`config.mk`:
```
export PLATFORM = sky130hd
export DESIGN_NAME = sli_interp
export DESIGN_NICKNAME = d
export VERILOG_FILES = /design/src/rtl/core/sli_pkg.sv /design/src/rtl/core/sli_interp.sv
export SDC_FILE = /design/constraint.sdc
export NUM_CORES = 2
export LEC_CHECK = 0
export ABC_AREA = 1
export BUFFER_PORTS_ARGS = -buffer_cell sky130_fd_sc_hd__buf_2
export CAP_MARGIN = 0
export CORE_AREA = 5 5 507 359
export DETAILED_ROUTE_END_ITERATION = 16
export DIE_AREA = 0 0 512 364
export SYNTH_ARGS = -nofsm -noshare
export SYNTH_HDL_FRONTEND = slang
export SYNTH_SLANG_ARGS = --single-unit
```
`constraint.sdc`:
```
create_clock -name clk -period 14.92 [get_ports clk]
set_input_delay 2.984 -clock clk [delete_from_list [all_inputs] [get_ports clk]]
set_output_delay 2.984 -clock clk [all_outputs]
set_load 0.02 [all_outputs]
```
`src/rtl/core/sli_pkg.sv`:
```
// Shared types and constants of the sigmoid table interpolator.
`default_nettype none

package sli_pkg;

  // Command codes carried by an input transaction.
  typedef enum logic [1:0] {
    CMD_WRITE    = 2'd0,
    CMD_FORWARD  = 2'd1,
    CMD_BACKWARD = 2'd2
  } cmd_t;

  // Configuration register indexes.
  typedef enum logic [1:0] {
    REG_MIN_X        = 2'd0,
    REG_MAX_X        = 2'd1,
    REG_INDEX_SCALE  = 2'd2,
    REG_ENTRIES_USED = 2'd3
  } reg_index_t;

  localparam int CFG_DATA_W = 32;
  localparam int FRAC_BITS  = 27;
  localparam logic [27:0] FRAC_ONE = 28'h8000000;
  localparam logic [63:0] ROUND_HALF = 64'h4000000;

  localparam logic [15:0] MIN_X_RESET        = 16'hC000;
  localparam logic [15:0] MAX_X_RESET        = 16'h4000;
  localparam logic [31:0] INDEX_SCALE_RESET  = 32'd1044480;
  localparam logic [8:0]  ENTRIES_USED_RESET = 9'd256;

  typedef struct packed {
    logic [1:0]          cmd;
    logic signed [15:0]  x_value;
    logic signed [15:0]  grad_in;
    logic [7:0]          entry_index;
    logic [15:0]         entry_value;
  } in_t;

  typedef struct packed {
    logic signed [31:0]  result_value;
    logic                is_gradient;
  } out_t;

  typedef struct packed {
    logic signed [15:0]  min_x;
    logic signed [15:0]  max_x;
    logic [31:0]         index_scale;
    logic [8:0]          entries_used;
  } cfg_t;

  // Located item handed from the index stages to the interpolation stages.
  typedef struct packed {
    logic                has_result;
    logic                is_grad;
    logic                in_range;
    logic                wr_req;
    logic signed [15:0]  grad;
    logic [15:0]         entry_value;
    logic [27:0]         frac;
  } loc_t;

endpackage

`default_nettype wire

```
`src/rtl/core/sli_interp.sv`:
```
// Interpolation, gradient product, rounding and saturation (three stages).
`default_nettype none

module sli_interp (
  input  wire logic          clk,
  input  wire logic          rst,
  input  wire logic [31:0]   index_scale,
  input  wire logic          in_valid,
  output logic               in_ready,
  input  wire sli_pkg::loc_t in_data,
  input  wire logic [15:0]   rd_data_a,
  input  wire logic [15:0]   rd_data_b,
  output logic               out_valid,
  input  wire logic          out_ready,
  output sli_pkg::out_t      out_data
);

  logic r4, r5, r6, r_out;
  logic s4_valid, s5_valid, s6_valid;

  logic s4_is_grad, s4_inside;
  logic signed [15:0] s4_grad;
  logic [27:0] s4_frac;

  logic signed [16:0] delta;
  logic signed [28:0] frac_s;
  logic signed [45:0] fprod;
  logic [15:0] ag, ad;
  logic [31:0] bprod;
  logic neg;

  logic s5_is_grad, s5_inside, s5_neg;
  logic signed [45:0] s5_fprod;
  logic [15:0] s5_y0;
  logic [31:0] s5_bprod;

  logic signed [46:0] ft;
  logic signed [19:0] fwd_sum;
  logic [63:0] bmag;

  logic s6_is_grad, s6_inside, s6_neg;
  logic [15:0] s6_fwd;
  logic [63:0] s6_bmag;

  logic [63:0] bsum;
  logic [36:0] rnd;
  sli_pkg::out_t res;

  assign r_out = !out_valid || out_ready;
  assign r6    = !s6_valid || r_out;
  assign r5    = !s5_valid || r6;
  assign r4    = !s4_valid || r5;
  assign in_ready = r4;

  always_ff @(posedge clk) begin
    if (rst) begin
      s4_valid  <= 1'b0;
      s5_valid  <= 1'b0;
      s6_valid  <= 1'b0;
      out_valid <= 1'b0;
    end else begin
      if (r4) begin
        s4_valid <= in_valid && in_data.has_result;
      end
      if (r5) begin
        s5_valid <= s4_valid;
      end
      if (r6) begin
        s6_valid <= s5_valid;
      end
      if (r_out) begin
        out_valid <= s6_valid;
      end
    end
  end

  // Stage 4: sample difference, forward product and gradient magnitude product.
  assign delta  = $signed({1'b0, rd_data_b}) - $signed({1'b0, rd_data_a});
  assign frac_s = $signed({1'b0, s4_frac});
  assign fprod  = delta * frac_s;
  assign ag     = s4_grad[15] ? 16'(-s4_grad) : s4_grad;
  assign ad     = delta[16] ? 16'(-delta) : delta[15:0];
  assign bprod  = ag * ad;
  assign neg    = s4_grad[15] != delta[16];

  // Stage 5: forward rounding (halves upward) and the slope scaling product.
  assign ft      = 47'(s5_fprod) + 47'(sli_pkg::ROUND_HALF);
  assign fwd_sum = 20'(s5_y0) + ft[46:sli_pkg::FRAC_BITS];
  assign bmag    = 64'(s5_bprod) * 64'(index_scale);

  // Stage 6: gradient rounding to nearest and saturation.
  assign bsum = s6_bmag + sli_pkg::ROUND_HALF;
  assign rnd  = bsum[63:sli_pkg::FRAC_BITS];

  always_comb begin
    res = '0;
    res.is_gradient = s6_is_grad;
    if (!s6_is_grad) begin
      res.result_value = {16'b0, s6_fwd};
    end else if (!s6_inside) begin
      res.result_value = '0;
    end else if (s6_neg) begin
      if (rnd > 37'h080000000) begin
        res.result_value = 32'sh80000000;
      end else begin
        res.result_value = 32'(-rnd);
      end
    end else begin
      if (rnd > 37'h07FFFFFFF) begin
        res.result_value = 32'sh7FFFFFFF;
      end else begin
        res.result_value = rnd[31:0];
      end
    end
  end

  always_ff @(posedge clk) begin
    if (r4 && in_valid) begin
      s4_is_grad <= in_data.is_grad;
      s4_inside  <= in_data.in_range;
      s4_grad    <= in_data.grad;
      s4_frac    <= in_data.frac;
    end
    if (r5 && s4_valid) begin
      s5_is_grad <= s4_is_grad;
      s5_inside  <= s4_inside;
      s5_neg     <= neg;
      s5_fprod   <= fprod;
      s5_y0      <= rd_data_a;
      s5_bprod   <= bprod;
    end
    if (r6 && s5_valid) begin
      s6_is_grad <= s5_is_grad;
      s6_inside  <= s5_inside;
      s6_neg     <= s5_neg;
      s6_fwd     <= fwd_sum[15:0];
      s6_bmag    <= bmag;
    end
    if (r_out && s6_valid) begin
      out_data <= res;
    end
  end

`ifndef SYNTHESIS
  a_fwd_range: assert property (@(posedge clk) disable iff (rst)
    out_valid && !out_data.is_gradient |-> out_data.result_value[31:16] == '0)
    else $error("forward result outside the sample range");
  a_ram_hold: assert property (@(posedge clk) disable iff (rst)
    s4_valid && !r5 |=> $stable(rd_data_a) && $stable(rd_data_b))
    else $error("table read data changed under a stalled lookup stage");
`endif

endmodule

`default_nettype wire

```
* Word level (Yosys, flattened, before mapping)
Cells that the tools add are included.
Storage, ports and cells: bits in registers 260, output and inout port bits 35, word-level logic and storage cells 56
Operators by class: add/sub/neg operators 7, multiplexer cells 7, equality and inequality tests 1, reduce and logical (&&, ||, !) cells 14, multipliers 3, $lt $le $gt $ge 2
Operators by type and width (number):
- 32-bit 2-to-1 mux | 3
- 64-bit by 27-bit adder with 64-bit output, second input constant | 1
- 32-bit by 32-bit multiplier with 64-bit output | 1
- 16-bit 2-to-1 mux | 4
- 43-bit by 28-bit adder with 43-bit output, second input constant | 1
- 17-bit by 29-bit multiplier with 43-bit output | 1
- 37-bit by 31-bit > comparator with 1-bit output, second input constant | 1
- 37-bit by 32-bit > comparator with 1-bit output, second input constant | 1
- 16-bit by 16-bit multiplier with 32-bit output | 1
- 16-bit negation | 2
- 32-bit negation | 1
- 16-bit by 16-bit subtractor with 17-bit output | 1
- 16-bit adder | 1
- 1-bit logical AND | 5
- 1-bit logical NOT | 4
- 1-bit logical OR | 4
- 2-bit AND reduction | 1
- 1-bit inequality test | 1

* Depth between registers and ports, before layout
depth in word-level cells 6, mapped depth 43, mapped depth without buffers 42

* Worst setup path after synthesis
No wires, ideal clock.
path type input-to-reg, from in rd_data_b[0], to reg s5_bprod[29], data pin, data arrival time 9806 ps, path slack 4849 ps, library setup time 265 ps, stages 36, cells stage by stage inv_1 > ha_1 > fa_1 > clkbuf_1 > inv_1 > nor3_1 > nand2_1 > nor2_1 > nand3_1 > inv_1 > nand3_1 > inv_1 > nand3_1 > nand2_1 > nand2_1 > nand2_1 > buf_2 > nand2_1 > fa_1 > inv_1 > fa_1 > fa_1 > fa_1 > fa_1 > inv_1 > fa_1 > inv_1 > ha_1 > nand2_1 > nor4_1 > nand4_1 > nand3_1 > a21o_1 > a21oi_1 > o21ai_0 > xor2_1
Between the ends: word-level cells in the longest chain between the ends 4
RTL lines:
- start: declaration | line sli_interp.sv:12 | input wire logic [15:0] rd_data_b,
- 16-bit by 16-bit subtractor with 17-bit output * | line sli_interp.sv:78 | assign delta = $signed({1'b0, rd_data_b}) - $signed({1'b0, rd_data_a});
- 16-bit negation | line sli_interp.sv:82 | assign ad = delta[16] ? 16'(-delta) : delta[15:0];
- 16-bit 2-to-1 mux * | line sli_interp.sv:82
- 16-bit by 16-bit multiplier with 32-bit output * | line sli_interp.sv:83 | assign bprod = ag * ad;
- via bprod[29] | line sli_interp.sv:29 | logic [31:0] bprod;
- end signal: assignment | line sli_interp.sv:130 | s5_bprod <= bprod;
- end: declaration | line sli_interp.sv:35 | logic [31:0] s5_bprod;
The timed path passes the listed nets; every way through them passes the cells marked *. A chain may end at the register's enable or synchronous reset.

* Worst setup path after layout
Ends and elaborated chain as after synthesis.

==> results.cfg <==
[synth]
synth_area_leaders = fa_1, inv_1, nand2_1
synth_warnings = 0
yosysMostFrequentCell = inv_1
ys_seq_area_share_pct = 9.07
synth_top_area_cell = fa_1
synth_top_area_share_pct = 43.3
synth_area_mm2 = 0.0684
netlist_instances = 8530
synth_edf_count = 204
synth-main-ff-cell = edfxtp_1
synthTopCellsByCount = inv_1, nand2_1, fa_1, nor2_1, ha_1
synth_nets = 10700
syn_area_per_cell_um2 = 8.02
ys_seq_elements = 208
async_reset_ff_share_pct = 0
ys_types = 50

[sta]
final.period_utilization_pct = 80.1
slew_violations = 0
finalSetupTns_ns = 0
rsz0062_at_grt = no
maxSlewHeadroom_pct = 20.3
setup_slack_ns = 2.96
period_minus_slack_ns = 11.96
fmax_ghz = 0.0836
finalSetupViolations = 0
tightest_slew_ns = 1.19
hold_viol = 0
finalClockSkew_ns = 0.0267

[place]
pre_cts_ws_ns = 2.45
io_buffer_count = 149
place.gp.congestion = 0.937
dp_hpwl_mm = 172
place_inst = 10800

[worst_hold_path]
min_path_type = reg -> reg

[clock_network]
path_clk_slew_ns = 0.07
postCtsSetupRepairBufs = 0
clock-sinks = 208
post_cts_resized = 0
cts-root-buf = clkbuf_16
numCtsBuffers = 23
cts_hold_buf = 0
h-tree-depth = 1
clk_path_buf_depth = 3
clkLatencyLatePin_ns = 0.63
cts_tree = yes

[routing]
drc = 0
wire_per_inst_um = 19.9
first_iter_violations = 4385
dr.pass1.iters = 6
vias = 54500
drtAntennaViolNets = 0
drt-total-wl_mm = 216
viasPerCell = 5.03

[run]
drv_cap = 0

[critical_path]
r2r-start = s4_grad[0]
critPathLaunch = rd_data_b[0]
setup.worst_path.end = s5_bprod[29]
arrival_ns = 12.31
worst-r2r-setup-slack_ns = 5.72
cpMostUsedCell = inv_1
ff2ff_path_depth = 27
critPathLaunchType = primary input
r2r_end = s5_bprod[29]
slowest_delay_ns = 0.53
crit_fanout = 13
crit_required_ns = 15.27
crit_type = in -> reg
cp-end-kind = flop
crit_slowest_cell = fa_1

[cells_and_area]
final_nets = 10600
instances_no_fill = 10800
area_growth_pct = 5.72
nFillCells = 17900
multiInputGateArea_mm2 = 0.0525
register_area_mm2 = 0.00621
final_util_pct = 41.1
drive_gt1_share_pct = 4.05

[floorplan]
io_pins = 167
chipHeight_um = 364
start_util_pct = 38.9
die_area_mm2 = 0.186
rows = 129
dieWidth_um = 512
core_area_mm2 = 0.176

[grt]
antenna_found_initial = 14
overflow = 0
gr-usage-all-layers_pct = 23.4
grt_pass1_wl_mm = 339
grt_pass1_vias = 57600
grt_max_degree = 69

[outcome]
status = completed
-- worst min-delay path by stage --
stage	startpoint	to	cells after the start
finish	s5_is_grad	s6_is_grad	0
global route	s4_inside	s5_inside	0
CTS	s5_is_grad	s6_is_grad	0
detailed placement	s5_inside	s6_inside	0
global placement	s4_inside	s5_inside	0
floorplan	s4_inside	s5_inside	0
-- registers in the layout (all words and copies together) (netlist names), 16 cells and up --
name	flops
s4_frac	28
s6_fwd	16
s5_bprod	32
s4_grad	16
s6_bmag	38
s5_fprod	17
s5_y0	16
out_data	33
-- placed cells by master (no fill, tap or decap), types with 6 or more instances in the layout --
master / count
inv_1: 2278
nand2_1: 2172
fa_1: 1479
nor2_1: 597
ha_1: 529
a21oi_1: 237
edfxtp_1: 204
buf_2: 149
nand3_1: 146
o21ai_0: 119
xor2_1: 97
buf_4: 66
nand4_1: 46
nor3_1: 42
xnor2_1: 40
clkbuf_16: 23
nand2_2: 21
o21bai_1: 21
nor2_2: 21
a31oi_1: 20
o21a_1: 18
clkinv_1: 16
a21o_1: 15
o211ai_1: 15
inv_2: 12
nor4_1: 12
xor2_2: 11
nor2_4: 8
a211oi_1: 7
nand3b_1: 7
or2_2: 6
-- worst max-delay path: cells and delay by family --
kind                       cells  cell delay [ns]
buffers and inverters         11             1.76
and+or+nand+nor               15             2.96
xor gates and xnor gates       1             0.10
adders and majority gates      9             3.97
AOI/OAI and AO/OA              3             0.49
-- layer usage --
layer	track usage, %	up-vias	wire [um]
li1	-	24500	-
met1	35.3	27400	99500
met2	34.8	2358	90400
met3	5.46	236	22400
met4	3.80	0	3970
met5	0	-	0
-- per-stage QoR --
stage | instance area [um2] | hold WS [ns]
3_3_place_gp | 71500 | 0.405
4_1_cts | 72300 | 0.421
5_1_grt | 72300 | 0.426
3_5_place_dp | 71500 | 0.405
2_1_floorplan | 68400 | 0.400
6_report | 72300 | 0.420
-- cell type report --
type                            count  area share, %
Multi-Input combinational cell   5716           72.6
Inverter                         2305           12.0
Sequential cell                   208           8.58
Tap cell                         2358           4.08
Timing Repair Buffer              215           1.72
Clock buffer                       25          0.834
Clock inverter                     16          0.256
Antenna cell                        3         0.0104
-- cells by family (layout without fill, tap and decap cells) --
| family | count (synthesis) | count (layout) | synth area share [%] |
|---|---|---|---|
| DFF | 208 | 208 | 9.07 |
| adders and majority gates | 2008 | 2008 | 52.9 |
| AOI/OAI and AO/OA | 466 | 466 | 3.77 |
| xor gates and xnor gates | 149 | 149 | 1.91 |
| other | 0 | 3 | 0 |
| buffers and inverters | 2606 | 2561 | 14.4 |
| and+or+nand+nor | 3093 | 3093 | 17.9 |
Power is not shown: default switching activity piles up to over one toggle a cycle in this logic, so the estimate is an artifact.
