File: src/rtl/core/sli_pkg.sv
// Shared types and constants of the sigmoid table interpolator.
`default_nettype none

package sli_pkg;

  // Command codes carried by an input transaction.
  typedef enum logic [1:0] {
    CMD_WRITE    = 2'd0,
    CMD_FORWARD  = 2'd1,
    CMD_BACKWARD = 2'd2
  } cmd_t;

  // Configuration register indexes.
  typedef enum logic [1:0] {
    REG_MIN_X        = 2'd0,
    REG_MAX_X        = 2'd1,
    REG_INDEX_SCALE  = 2'd2,
    REG_ENTRIES_USED = 2'd3
  } reg_index_t;

  localparam int CFG_DATA_W = 32;
  localparam int FRAC_BITS  = 27;
  localparam logic [27:0] FRAC_ONE = 28'h8000000;
  localparam logic [63:0] ROUND_HALF = 64'h4000000;

  localparam logic [15:0] MIN_X_RESET        = 16'hC000;
  localparam logic [15:0] MAX_X_RESET        = 16'h4000;
  localparam logic [31:0] INDEX_SCALE_RESET  = 32'd1044480;
  localparam logic [8:0]  ENTRIES_USED_RESET = 9'd256;

  typedef struct packed {
    logic [1:0]          cmd;
    logic signed [15:0]  x_value;
    logic signed [15:0]  grad_in;
    logic [7:0]          entry_index;
    logic [15:0]         entry_value;
  } in_t;

  typedef struct packed {
    logic signed [31:0]  result_value;
    logic                is_gradient;
  } out_t;

  typedef struct packed {
    logic signed [15:0]  min_x;
    logic signed [15:0]  max_x;
    logic [31:0]         index_scale;
    logic [8:0]          entries_used;
  } cfg_t;

  // Located item handed from the index stages to the interpolation stages.
  typedef struct packed {
    logic                has_result;
    logic                is_grad;
    logic                in_range;
    logic                wr_req;
    logic signed [15:0]  grad;
    logic [15:0]         entry_value;
    logic [27:0]         frac;
  } loc_t;

endpackage

`default_nettype wire

File: src/rtl/core/sli_locate.sv
// Range check, index scaling and table address generation (three stages).
`default_nettype none

module sli_locate #(
  parameter int TABLE_DEPTH = 256
) (
  input  wire logic                           clk,
  input  wire logic                           rst,
  input  wire sli_pkg::cfg_t                  cfg,
  input  wire logic                           in_valid,
  output logic                                in_ready,
  input  wire sli_pkg::in_t                   in_data,
  output logic                                out_valid,
  input  wire logic                           out_ready,
  output sli_pkg::loc_t                       out_data,
  output logic [$clog2(TABLE_DEPTH)-1:0]      rd_addr_a,
  output logic [$clog2(TABLE_DEPTH)-1:0]      rd_addr_b,
  output logic [$clog2(TABLE_DEPTH)-1:0]      wr_addr
);

  localparam int AW = $clog2(TABLE_DEPTH);
  localparam int CW = $clog2(TABLE_DEPTH + 1);

  logic r1, r2, r3;
  logic s1_valid, s2_valid, s3_valid;
  sli_pkg::in_t s1_item, s2_item, s3_item;

  logic signed [16:0] diff;
  logic below, above;
  logic s2_below, s2_inside, s3_below, s3_inside;
  logic [15:0] s2_diff;
  logic [47:0] prod;
  logic [47:0] s3_d;

  logic [CW-1:0] e;
  logic [CW-1:0] lim;
  logic [20:0] idx_raw;
  logic clamp;
  logic [AW-1:0] lower;
  logic wr_ok;

  assign r3 = !s3_valid || out_ready;
  assign r2 = !s2_valid || r3;
  assign r1 = !s1_valid || r2;
  assign in_ready = r1;

  always_ff @(posedge clk) begin
    if (rst) begin
      s1_valid <= 1'b0;
      s2_valid <= 1'b0;
      s3_valid <= 1'b0;
    end else begin
      if (r1) begin
        s1_valid <= in_valid;
      end
      if (r2) begin
        s2_valid <= s1_valid;
      end
      if (r3) begin
        s3_valid <= s2_valid;
      end
    end
  end

  // Stage 1 to 2: distance from the lower range end and the range test.
  assign diff  = 17'(s1_item.x_value) - 17'(cfg.min_x);
  assign below = s1_item.x_value <= cfg.min_x;
  assign above = s1_item.x_value >= cfg.max_x;

  // Stage 2 to 3: fractional index with 27 fraction bits.
  assign prod = s2_diff * cfg.index_scale;

  always_ff @(posedge clk) begin
    if (r1 && in_valid) begin
      s1_item <= in_data;
    end
    if (r2 && s1_valid) begin
      s2_item   <= s1_item;
      s2_below  <= below;
      s2_inside <= !below && !above;
      s2_diff   <= diff[15:0];
    end
    if (r3 && s2_valid) begin
      s3_item   <= s2_item;
      s3_below  <= s2_below;
      s3_inside <= s2_inside;
      s3_d      <= prod;
    end
  end

  // Stage 3: limit the lower index and form the read addresses.
  always_comb begin
    if (cfg.entries_used < 9'd2) begin
      e = CW'(2);
    end else if (32'(cfg.entries_used) > 32'(TABLE_DEPTH)) begin
      e = CW'(TABLE_DEPTH);
    end else begin
      e = CW'(cfg.entries_used);
    end
  end

  assign lim     = e - CW'(2);
  assign idx_raw = s3_d[47:sli_pkg::FRAC_BITS];
  assign clamp   = 32'(idx_raw) > 32'(lim);
  assign lower   = clamp ? AW'(lim) : AW'(idx_raw);
  assign wr_ok   = 32'(s3_item.entry_index) < 32'(TABLE_DEPTH);

  always_comb begin
    if (s3_below) begin
      rd_addr_a = '0;
    end else if (!s3_inside) begin
      rd_addr_a = AW'(e - CW'(1));
    end else begin
      rd_addr_a = lower;
    end
  end

  assign rd_addr_b = lower + AW'(1);
  assign wr_addr   = AW'(s3_item.entry_index);

  always_comb begin
    out_data = '0;
    out_data.has_result  = (s3_item.cmd == sli_pkg::CMD_FORWARD) ||
                           (s3_item.cmd == sli_pkg::CMD_BACKWARD);
    out_data.is_grad     = s3_item.cmd == sli_pkg::CMD_BACKWARD;
    out_data.in_range    = s3_inside;
    out_data.wr_req      = (s3_item.cmd == sli_pkg::CMD_WRITE) && wr_ok;
    out_data.grad        = s3_item.grad_in;
    out_data.entry_value = s3_item.entry_value;
    // Outside the range the fraction is zero, so a forward item returns the
    // boundary entry unchanged.
    if (!s3_inside) begin
      out_data.frac = '0;
    end else if (clamp) begin
      out_data.frac = sli_pkg::FRAC_ONE;
    end else begin
      out_data.frac = {1'b0, s3_d[sli_pkg::FRAC_BITS-1:0]};
    end
  end

  assign out_valid = s3_valid;

`ifndef SYNTHESIS
  a_addr_pair: assert property (@(posedge clk) disable iff (rst)
    out_valid && out_data.in_range |->
      (32'(rd_addr_a) + 1 == 32'(rd_addr_b)) && (32'(rd_addr_a) + 2 <= 32'(e)))
    else $error("interpolation addresses out of the used table");
  a_frac_range: assert property (@(posedge clk) disable iff (rst)
    out_valid |-> (out_data.frac <= sli_pkg::FRAC_ONE) &&
                  (out_data.in_range || out_data.frac == '0))
    else $error("fraction out of range");
`endif

endmodule

`default_nettype wire

File: config.mk
export PLATFORM = sky130hd
export DESIGN_NAME = sli_locate
export DESIGN_NICKNAME = d
export VERILOG_FILES = /design/src/rtl/core/sli_pkg.sv /design/src/rtl/core/sli_locate.sv
export SDC_FILE = /design/constraint.sdc
export NUM_CORES = 1
export LEC_CHECK = 0
export ABC_AREA = 0
export BUFFER_PORTS_ARGS = -buffer_cell sky130_fd_sc_hd__buf_2
export CAP_MARGIN = 30
export CORE_MARGIN = 2
export CORE_UTILIZATION = 60
export DETAILED_ROUTE_END_ITERATION = 12
export HOLD_SLACK_MARGIN = 0.02
export PLACE_DENSITY = 0.81
export SLEW_MARGIN = 20
export SYNTH_ARGS = -nofsm -noshare
export SYNTH_HDL_FRONTEND = slang
export SYNTH_SLANG_ARGS = --single-unit
File: constraint.sdc
create_clock -name clk -period 15.4 [get_ports clk]
set_clock_uncertainty 0.2 [all_clocks]
set_input_delay 0 -clock clk [delete_from_list [all_inputs] [get_ports clk]]
set_output_delay 0 -clock clk [all_outputs]
set_load 0.005 [all_outputs]
**Yosys cells after proc, flatten, opt, wreduce, memory -nomap -nowiden**

Index checks and enable logic that the tools add are counted.

- Div/mod/pow operators: 0
- Bitwise operators: 0
- Multipliers: 1
- Shifts and indexed selects: 0
- Reduce and logical (&&, ||, !) cells: 14
- Add/sub/neg operators: 4
- Eq/ne operators: 2
- Multiplexer cells: 7
- Order comparisons: 5

Operator list:

| kind | count |
|---|---|
| $mux 28 | 2 |
| $mul 16x32->48 | 1 |
| $mux 8 | 3 |
| $gt 21x9->1 | 1 |
| $mux 9 | 2 |
| $ge 16x16->1 | 1 |
| $le 16x16->1 | 1 |
| $sub 16x16->16 | 1 |
| $gt 9x9->1 const B | 1 |
| $lt 9x2->1 const B | 1 |
| $sub 9x2->9 const B | 1 |
| $add 8x1->8 const B | 1 |
| $sub 8x1->8 const B | 1 |
| $logic_not 1->1 | 5 |
| $logic_and 1x1->1 | 4 |
| $logic_or 1x1->1 | 4 |
| $eq 2x1->1 const B | 1 |
| $eq 2x2->1 const B | 1 |
| $logic_not 2->1 | 1 |

- Word-level logic and storage cells: 55
- Memory bits (read-only): 0
- Memories: 0
- Bits in latches: 0
- Flip-flop bits (word level): 213
- Memory bits (writable): 0

**Depth between registers and ports, before layout**

Gate-level depths: netlist of run 1.

- Word-level depth: 8
- Mapped depth: 26
- Gate-level depth less buffers: 24

**Least setup slack after synthesis of run 1**

No wires, ideal clock.

- Path type: register -> register
- Start point: register s2_diff[1]
- End point: register s3_d[45], data pin
- Path buffers: 2
- Data arrival time: 6.037 ns
- Slack: 8.892 ns
- Cell stages (with the launch flop): 23
- Cells stage by stage: edfxtp_1 -> clkbuf_1 -> and2_1 -> fa_1 -> inv_1 -> fa_1 -> fa_1 -> inv_1 -> fa_1 -> fa_1 -> fa_1 -> ha_1 -> clkbuf_1 -> nand4_1 -> or2_2 -> o21a_1 -> o211ai_1 -> a21oi_2 -> o21ai_2 -> a31oi_4 -> o21a_2 -> mux2i_1 -> or4_1

- Longest elaborated chain between the ends: 1

RTL lines:

| item | line | RTL |
|---|---|---|
| start, declared | sli_locate.sv:31 | `logic [15:0] s2_diff;` |
| start signal, assigned | sli_locate.sv:81 | `s2_diff <= diff[15:0];` |
| $mul 16x32->48 | sli_locate.sv:71 | `assign prod = s2_diff * cfg.index_scale;` |
| via prod[45] | sli_locate.sv:32 | `logic [47:0] prod;` |
| end signal, assigned | sli_locate.sv:87 | `s3_d <= prod;` |
| end, declared | sli_locate.sv:33 | `logic [47:0] s3_d;` |

The timed path passes the listed nets, and every way through them passes these cells.
A chain may end at the register's enable or synchronous reset.

**Worst setup path after layout of run 1**

- Start point: register s2_diff[4]
- End point: register s3_d[46], data pin

Same word-level chain as after synthesis.

==> metrics.txt, run 1 <==
CP peak stage delay=0.62 ns; top-area cell type share of the netlist area=between 30% and 40%; FP Rows=74; compound-cell area share of the yosys netlist=5.564%; CP arrival=7.47 ns; Hold Crit Start=cfg[10]; Reg clk slew, reported paths=0.06 ns; Max Cap Viol=0; R2R depth=21; critical path fanouts, max=18; Via Count=18511; final setup fails=0; die area=43280 sq um; CTS tree=built; CP Depth=21; top_reg_cell synth=edfxtp_1; Avg Cell Area, Syn=10.21 sq um; initial antenna violation count=0; nets=3446; Finished Layout Cells=3275; top-count cell post-synth=inv_1; Num CTS Buffers=24; gpl congestion=approximately 0.97; Async SR Flop Fraction=0%; worst slew pin tran=approximately 0.80 ns; clock root cell=clkbuf_16; reg2reg start=s2_diff[4]; WL/cell=between 15 and 20 microns; Initial Utilization=between 60% and 70%; Final HPWL DP=about 45000 microns; Req. time, crit path=15.48 ns; antenna-violating nets left=0; XOR/XNOR share of the synthesized area=under 10%; adder-cell share of the synthesized area=41.94%; Post-Syn Area=roughly 25000 sq um; share of cells above drive strength 1=11.05%; syn_nets=3167; EDFF count, synth=210; IO buf count=224; fin. max-slew vios=0; area grow syn2layout=14.65%; Cell Count Post-Placement=3079; GRT Total Usage=a little under a third; Clock Latency Late Sink=about 0.56 ns; Worst setup SP type=flop; first-pass GRT wire length=103600 microns; Worst R2R Setup Slack=8.01 ns; critical-path cell list=buf_6, and2_1, fa_1, inv_1, fa_1, fa_1, fa_1, inv_1, fa_1, fa_1, ha_1, and3_1, a221o_1, a221oi_2, nand3_1, a21oi_1, o21ai_1, o31a_1, a31oi_1, a31oi_1, xor2_1; Crit Reg-Reg Endpoint=s3_d[46]; FMAX=135.3 MHz; Syn Inst Count=2446; Final Routed Wirelength=63760 microns; Synth Area in Simple Gates=around 14%; Core ar.=40920 sq um; CP bufs+invs=3; Yosys warning count=0; chip height=around 210 microns; io pins=225; width of the die=208.1 microns; post-synth top area cell=fa_1; status=complete, no violations; H-tree Lvls=1; Iteration-0 DRC Markers=1179; number of remaining DRC errors=0; CTS resizes=0; largest net degree at the start of global routing=54; Worst slew margin=46.39%; vias per inst=5.652; critical path's top delay family=adder cells; distinct cell type count after synthesis=67; min Tclk post-route=around 7.4 ns; Sink Count=213; Endpoint, Worst Hold=s3_d[1]; Worst Setup End Kind=flop; Final Hold Viols=0; crit share post-route=between 40% and 50%; worst hold path type=input pin to flop; top cells by count, synth=493 x inv_1, 419 x fa_1, 338 x nand2_1, 213 x and2_1, 210 x edfxtp_1; Synth Register Bits=213; sequential share of the synthesized area=25.48%; vias in the first global route=approximately 20000; synth top area cells=fa_1 34%, edfxtp_1 25%, ha_1 8.4%, inv_1 7.4%, and2_1 5.3%; RSZ-0062 raised after global routing=false; Crit-path slowest cell=edfxtp_1; TNS Setup=0 ns; mux contribution to synthesized area=0.3406%; drt first pass iters=5; Setup Crit Path Kind=flop to flop; WHS Path Cells=3; main combinational cell family by area after synthesis=adder cells; maximum clock path buffer count=3; most frequent CP cell=fa_1; grt ovf=0
[timing repair]
item                                   CTS  global route
endpoints found under the hold margin   95             0
setup buffers                            0             0
hold buffers                           146             0
[kinds of logic (layout without fill, tap and decap cells)]
group | count (synthesis) | in the layout
AOI/OAI and AO/OA | 210 | 210
xor gates and xnor gates | 60 | 60
adders and majority gates | 586 | 586
buffers and inverters | 632 | 928
DFF | 213 | 213
muxes | 8 | 8
other | 1 | 2
and+or+nand+nor | 736 | 736
[cell usage in the layout (no fill, tap or decap), types with 4 or more instances in the layout]
cell           count
mux2i_1            4
inv_1            493
mux2_2             4
buf_4             15
edfxtp_1         210
a221oi_1           6
nand2_1          338
a21boi_0           5
a31oi_1            9
nand4_1           13
xnor2_1           42
xor2_1            18
clkbuf_16         24
nor2_1            57
nor4_1             7
buf_2            224
nand3_1           14
nor2b_1           19
clkbuf_1           6
and2_1           213
o21ai_0           36
nand2b_1          10
fa_1             419
o21bai_1           6
o31ai_1            5
a211oi_1          11
o21a_1            11
dlygate4sd3_1    146
nor3_1            13
o21ai_1            4
a21oi_1           58
a21o_1            25
and3_1            35
buf_16             4
ha_1             167
[state kept, by name, summed over array words and instances, names as in the netlist]
signal / cells
s2_diff: 16
s2_below: 1
s3_below: 1
s3_d: 48
s2_inside: 1
s3_inside: 1
s1_item: 58
wr_addr: 8
s3_item: 2
out_valid: 1
s1_valid: 1
out_data: 32
s2_item: 42
s2_valid: 1
[final cells by class]
cell class                 instances  area [sq um]
fill                            2860         12280
antenna                            1         2.502
tap                              532         665.6
inverter                         493          1851
clock buffer                      30         623.1
multi-input combinational       1601         16130
clock inverter                    13         158.9
timing repair buffer             392          2843
sequential                       213          6366
[worst max-delay path by stage]
stage,startpoint,end,slack [ns]
after floorplan,s2_diff[1],s3_d[45],8.89
after global placement,s2_diff[4],s3_d[46],8.14
after detailed placement,s2_diff[4],s3_d[46],8.01
after CTS,s2_diff[4],s3_d[46],7.97
after global routing,s2_diff[4],s3_d[46],7.78
final,s2_diff[4],s3_d[46],8.01
[per-layer routing]
metal	GRT usage, %	routed length, microns	vias up	part of all wire (%)
met5	0	0	-	0
met4	15.55	3328	0	5.2
met3	4.121	4025	248	6.3
met2	53.83	33480	849	53
met1	35.54	22920	9302	36
li1	-	-	8112	-
[metrics by stage]
step | hold WS, ns | worst slack, ns | util (%) | cell area (sq um)
floorplan | -0.1309 | 8.892 | - | 24980
global placement | -0.02358 | 8.142 | 64.14 | 26250
detailed placement | -0.02191 | 8.009 | 64.20 | 26280
CTS | 0.02479 | 7.973 | 69.69 | 28520
global route | 0.08446 | 7.778 | 69.98 | 28640
finish | 0.04150 | 8.009 | 69.99 | 28640
[worst register-to-register path: stages, from the launching register on]
cell      delay [ns]
edfxtp_1        0.62
buf_6           0.27
and2_1          0.19
fa_1            0.53
inv_1           0.05
fa_1            0.47
fa_1            0.50
fa_1            0.54
inv_1           0.05
fa_1            0.51
fa_1            0.42
ha_1            0.34
and3_1          0.18
a221o_1         0.40
a221oi_2        0.33
nand3_1         0.16
a21oi_1         0.26
o21ai_1         0.17
o31a_1          0.37
a31oi_1         0.26
a31oi_1         0.13
xor2_1          0.17
Power of run 1 is not shown: default switching activity piles up to over one toggle a cycle in this logic, so the estimate is an artifact.
==> run 2: changes to the inputs <==
Settings changed: CORE_UTILIZATION 60 to 56, PLACE_DENSITY 0.81 to 0.8.
Clock period 15.4 ns to 6.2 ns, I/O delays scaled along.
==> metrics.txt, run 2 (synthesized netlist as in run 1, its figures left out) <==
Most flops, register=s1_item; reg2reg start=s2_diff[4]; Num CTS Buffers=23; clock root cell=clkbuf_16; Hold Crit Start=cfg[55]; chip height=215.2 microns; Iteration-0 DRC Markers=1683; share of cells above drive strength 1=between 20% and 30%; antenna-violating nets left=0; drt first pass iters=6; largest net degree at the start of global routing=61; IO buf count=224; R2R depth=21; number of remaining DRC errors=0; critical-path cell list=buf_6, and2_4, fa_1, inv_1, fa_1, fa_1, fa_1, inv_1, fa_1, fa_1, ha_4, and3_4, a221o_1, a221oi_4, nand3_2, a21oi_4, o21ai_2, o31a_1, a31oi_2, a31oi_1, xor2_1; Reg clk slew, reported paths=0.07 ns; crit share post-route=108.8%; die area=46320 sq um; status=complete, but fails checks; maximum clock path buffer count=3; gpl congestion=0.9490; initial antenna violation count=4; RSZ-0062 raised after global routing=true; Via Count=just under 20000; width of the die=215.2 microns; biggest regs=s1_item: 58 flops, s3_d: 48 flops, s2_item: 42 flops; GRT Total Usage=a little under a third; Initial Utilization=56.62%; fin. max-slew vios=0; nets=3668; most frequent cells in the layout=488 x inv_1, 411 x fa_1, 335 x nand2_1, 224 x buf_2, 212 x buf_4; vias in the first global route=21376; Worst setup SP type=flop; Max Cap Viol=0; worst hold path type=input pin to flop; Worst Setup End Kind=flop; leading cell type in the layout, fill and taps excluded=inv_1; Final Hold Viols=0; Crit Reg-Reg Endpoint=s3_d[46]; critical path fanouts, max=6; number of flip-flops in the largest register=58; grt ovf=0; failing checks=setup timing; most frequent CP cell=fa_1; Core ar.=44120 sq um; Final HPWL DP=52040 microns; Worst R2R Setup Slack=-0.55 ns; min Tclk post-route=6.747 ns; FMAX=148.2 MHz; WHS Path Cells=7; Worst slew margin=43.57%; Req. time, crit path=6.29 ns; vias per inst=5.519; final setup fails=20; CP arrival=6.84 ns; first-pass GRT wire length=113600 microns; area grow syn2layout=24.42%; H-tree Lvls=1; WL/cell=20.47 microns; io pins=roughly 230; CTS tree=built; Sink Count=~210; Setup Crit Path Kind=flop to flop; Clock Latency Late Sink=around 0.56 ns; FP Rows=77; Crit-path slowest cell=fa_1; Final Routed Wirelength=72890 microns; TNS Setup=-6.053 ns; worst slew pin tran=approximately 0.85 ns; Final WS setup=-0.5473 ns; Endpoint, Worst Hold=s2_inside; CP peak stage delay=0.55 ns
run 2: metal layers:
layer  share of wire (%)  global-route usage (%)
met5                   0                       0
met3                  11                   7.516
met2                  47                   51.52
met4                 5.0                   12.62
met1                  37                   40.26
run 2: cell type report:
| class | count | area (sq um) |
|---|---|---|
| multi-input cells | 1601 | 16620 |
| fillers | 3048 | 13040 |
| flip-flops and latches | 213 | 6366 |
| repair buffers | 615 | 4693 |
| inverters | 493 | 1851 |
| well taps | 592 | 740.7 |
| clock buffers | 33 | 653.1 |
| clock inverters | 9 | 143.9 |
| diodes | 4 | 10.01 |
run 2: critical path: cells and delay by family, from the launching register on:
family | cells | cell delay (ns)
adders and majority gates | 7 | 3.26
AOI/OAI and AO/OA | 7 | 1.79
and+or+nand+nor | 3 | 0.43
DFF | 1 | 0.37
buffers and inverters | 3 | 0.28
xor gates and xnor gates | 1 | 0.16
run 2: worst max path at each step:
| stage | from | endpoint | slack (ns) | depth (start not counted) |
|---|---|---|---|---|
| 4_1_cts | s2_diff[4] | s3_d[46] | -0.39 | 23 |
| 3_3_place_gp | s2_diff[4] | s3_d[46] | -0.48 | 20 |
| 6_report | s2_diff[4] | s3_d[46] | -0.55 | 21 |
| 2_1_floorplan | s2_diff[6] | s3_d[45] | -0.10 | 24 |
| 3_5_place_dp | s2_diff[6] | s3_d[46] | -0.65 | 24 |
| 5_1_grt | s2_diff[4] | s3_d[46] | -0.76 | 21 |
run 2: stage by stage:
step / area [sq um] / cells / util, % / setup slack [ns] / hold slack [ns]
2_1_floorplan: 25190 / 2446 / - / -0.1012 / -0.1309
3_3_place_gp: 28050 / 3337 / 63.57 / -0.4759 / -0.02329
3_5_place_dp: 28070 / 3338 / 63.62 / -0.6536 / -0.02191
4_1_cts: 30520 / 3537 / 69.17 / -0.3916 / 0.02369
5_1_grt: 31080 / 3559 / 70.43 / -0.7624 / 0.08656
6_report: 31080 / 3560 / 70.44 / -0.5473 / 0.06310
run 2: timing repair:
action                                  in CTS  in global routing
cloned                                       0                  3
buffers inserted                            12                 18
pin swaps                                   10                 33
hold buffers                               145                  0
gates resized for setup                     31                 75
endpoints found under the setup margin      20                 27
hold endpoints to repair                    79                  0
Power of run 2 is left out for the same reason.
==> run 3: changes to the inputs <==
Settings changed: GPL_TIMING_DRIVEN set to 0.
==> metrics.txt, run 3 (synthesized netlist as in run 1, its figures left out) <==
status=complete, but fails checks; failing checks=setup timing; width of the die=215.2 microns; Num CTS Buffers=23; final setup fails=29; RSZ-0062 raised after global routing=true; most frequent CP cell=fa_1; area of the multi-input gates=16850 sq um; number of flip-flops in the largest register=58; number of remaining DRC errors=0; nets=3645; vias per inst=5.640; most frequent cells in the layout=480 x inv_1, 400 x fa_1, 333 x nand2_1, 227 x buf_2, 210 x edfxtp_1; min Tclk post-route=7.057 ns; Req. time, crit path=6.31 ns; Final WS setup=-0.8571 ns; grt ovf=0; leading cell type in the layout, fill and taps excluded=inv_1; Sink Count=roughly 210; Initial Utilization=a little under three fifths; share of cells above drive strength 1=19.42%; die area=46320 sq um; Worst setup SP type=flop; first-pass GRT wire length=121800 microns; largest net degree at the start of global routing=31; biggest regs=s1_item: 58 flops, s3_d: 48 flops, s2_item: 42 flops; chip height=approximately 220 microns; initial antenna violation count=1; fin. max-slew vios=0; vias in the first global route=21637; CP Depth=23; gpl congestion=0.9811; Via Count=19932; Layout Cell Area excl Fill=31080 sq um; Setup Crit Path Kind=flop to flop; GRT Total Usage=34.62%; critical-path cell list=buf_4, clkbuf_8, nand2_1, fa_1, inv_1, fa_1, inv_1, fa_1, fa_1, fa_1, fa_1, inv_1, ha_4, nand4_1, or2_4, o21a_1, o211ai_1, a21oi_4, o21ai_4, a31oi_4, o21a_2, mux2i_1, or4_1; io pins=~230; R2R depth=23; CP peak stage delay=0.58 ns; Final HPWL DP=56100 microns; Worst slew margin=about two fifths; WHS Path Cells=7; antenna-violating nets left=0; fillers=3156; CTS tree=built; crit share post-route=113.8%; FP Rows=77; Final Routed Wirelength=between 70000 and 80000 microns; worst hold path type=input pin to flop; Reg clk slew, reported paths=0.08 ns; drt first pass iters=5; Clock Latency Late Sink=0.58 ns; Reg area=6366 sq um; Crit-path slowest cell=fa_1; Worst Setup End Kind=flop; Most flops, register=s1_item; placed cell areas=27250 sq um; critical path's top delay family=adder cells; Iteration-0 DRC Markers=1872; critical path fanouts, max=10; H-tree Lvls=1; maximum clock path buffer count=3; Final Hold Viols=0; CP arrival=7.17 ns; WL/cell=22.63 microns; IO buf count=223; clock root cell=clkbuf_16; Core ar.=roughly 44000 sq um; worst slew pin tran=0.9275 ns; Max Cap Viol=0; CP bufs+invs=5; FMAX=around 140 MHz; area grow syn2layout=24.43%
[run 3: changes by cell type in the layout (fill, tap and decap cells not counted), sizes merged]
cell and delta:
buf -100, clkbuf +65, clkinv +6, dlygate4sd3 +4
bufinv +3, diode -3, inv -2, clkinvlp +1
[run 3: worst paths after layout]
path                            startpoint      endpoint  slack (ns)
worst min register to register  s2_item[0]  out_data[28]        0.22
worst max register to register  s2_diff[7]      s3_d[45]       -0.86
worst min-delay path               cfg[55]     s2_inside        0.08
worst max-delay path            s2_diff[7]      s3_d[45]       -0.86
[run 3: cell type report]
cell class	instances	area share, %
diodes	1	0.008051
flip-flops and latches	213	20.48
multi-input cells	1601	54.22
clock buffers	25	1.876
well taps	592	2.383
repair buffers	456	11.28
clock inverters	17	0.8292
plain buffers	136	2.955
inverters	493	5.961
[run 3: repair_timing]
item,4_1_cts,5_1_grt
hold buffers,149,0
setup buffers,37,40
pin swaps,39,40
endpoints found under the hold margin,140,0
setup endpoints to repair,35,33
resized for setup,124,126
[run 3: stage by stage]
| stage | setup WS [ns] | util (%) | instances | hold WS (ns) | setup TNS [ns] |
|---|---|---|---|---|---|
| final | -0.8571 | 70.44 | 3534 | 0.07728 | -13.60 |
| after CTS | -0.7379 | 68.90 | 3494 | 0.02282 | -10.24 |
| after detailed placement | -1.617 | 61.77 | 3268 | -0.02191 | -28.75 |
| after floorplan | -0.1012 | - | 2446 | -0.1309 | -0.2818 |
| after global placement | -1.585 | 61.29 | 3261 | -0.02403 | -194.89 |
| after global routing | -0.9902 | 70.44 | 3534 | 0.1452 | -17.96 |
[run 3: worst reg2reg max path, cell delays in order, from the launching register on]
cell and delay (ns):
edfxtp_1 0.46, buf_4 0.16, clkbuf_8 0.18, nand2_1 0.10, fa_1 0.58, inv_1 0.06
fa_1 0.50, inv_1 0.07, fa_1 0.52, fa_1 0.56, fa_1 0.43, fa_1 0.50
inv_1 0.07, ha_4 0.33, nand4_1 0.14, or2_4 0.29, o21a_1 0.20, o211ai_1 0.15
a21oi_4 0.10, o21ai_4 0.19, a31oi_4 0.18, o21a_2 0.28, mux2i_1 0.13, or4_1 0.42
[run 3: layer usage]
layer  GRT usage (%)  wire (microns)  up-vias
met1           41.73           28850     9970
met2           57.99           38270     1137
met4           18.87            5163        0
li1                -               -     8511
met3           7.771            7676      314
met5               0               0        -
Power of run 3 is left out for the same reason.
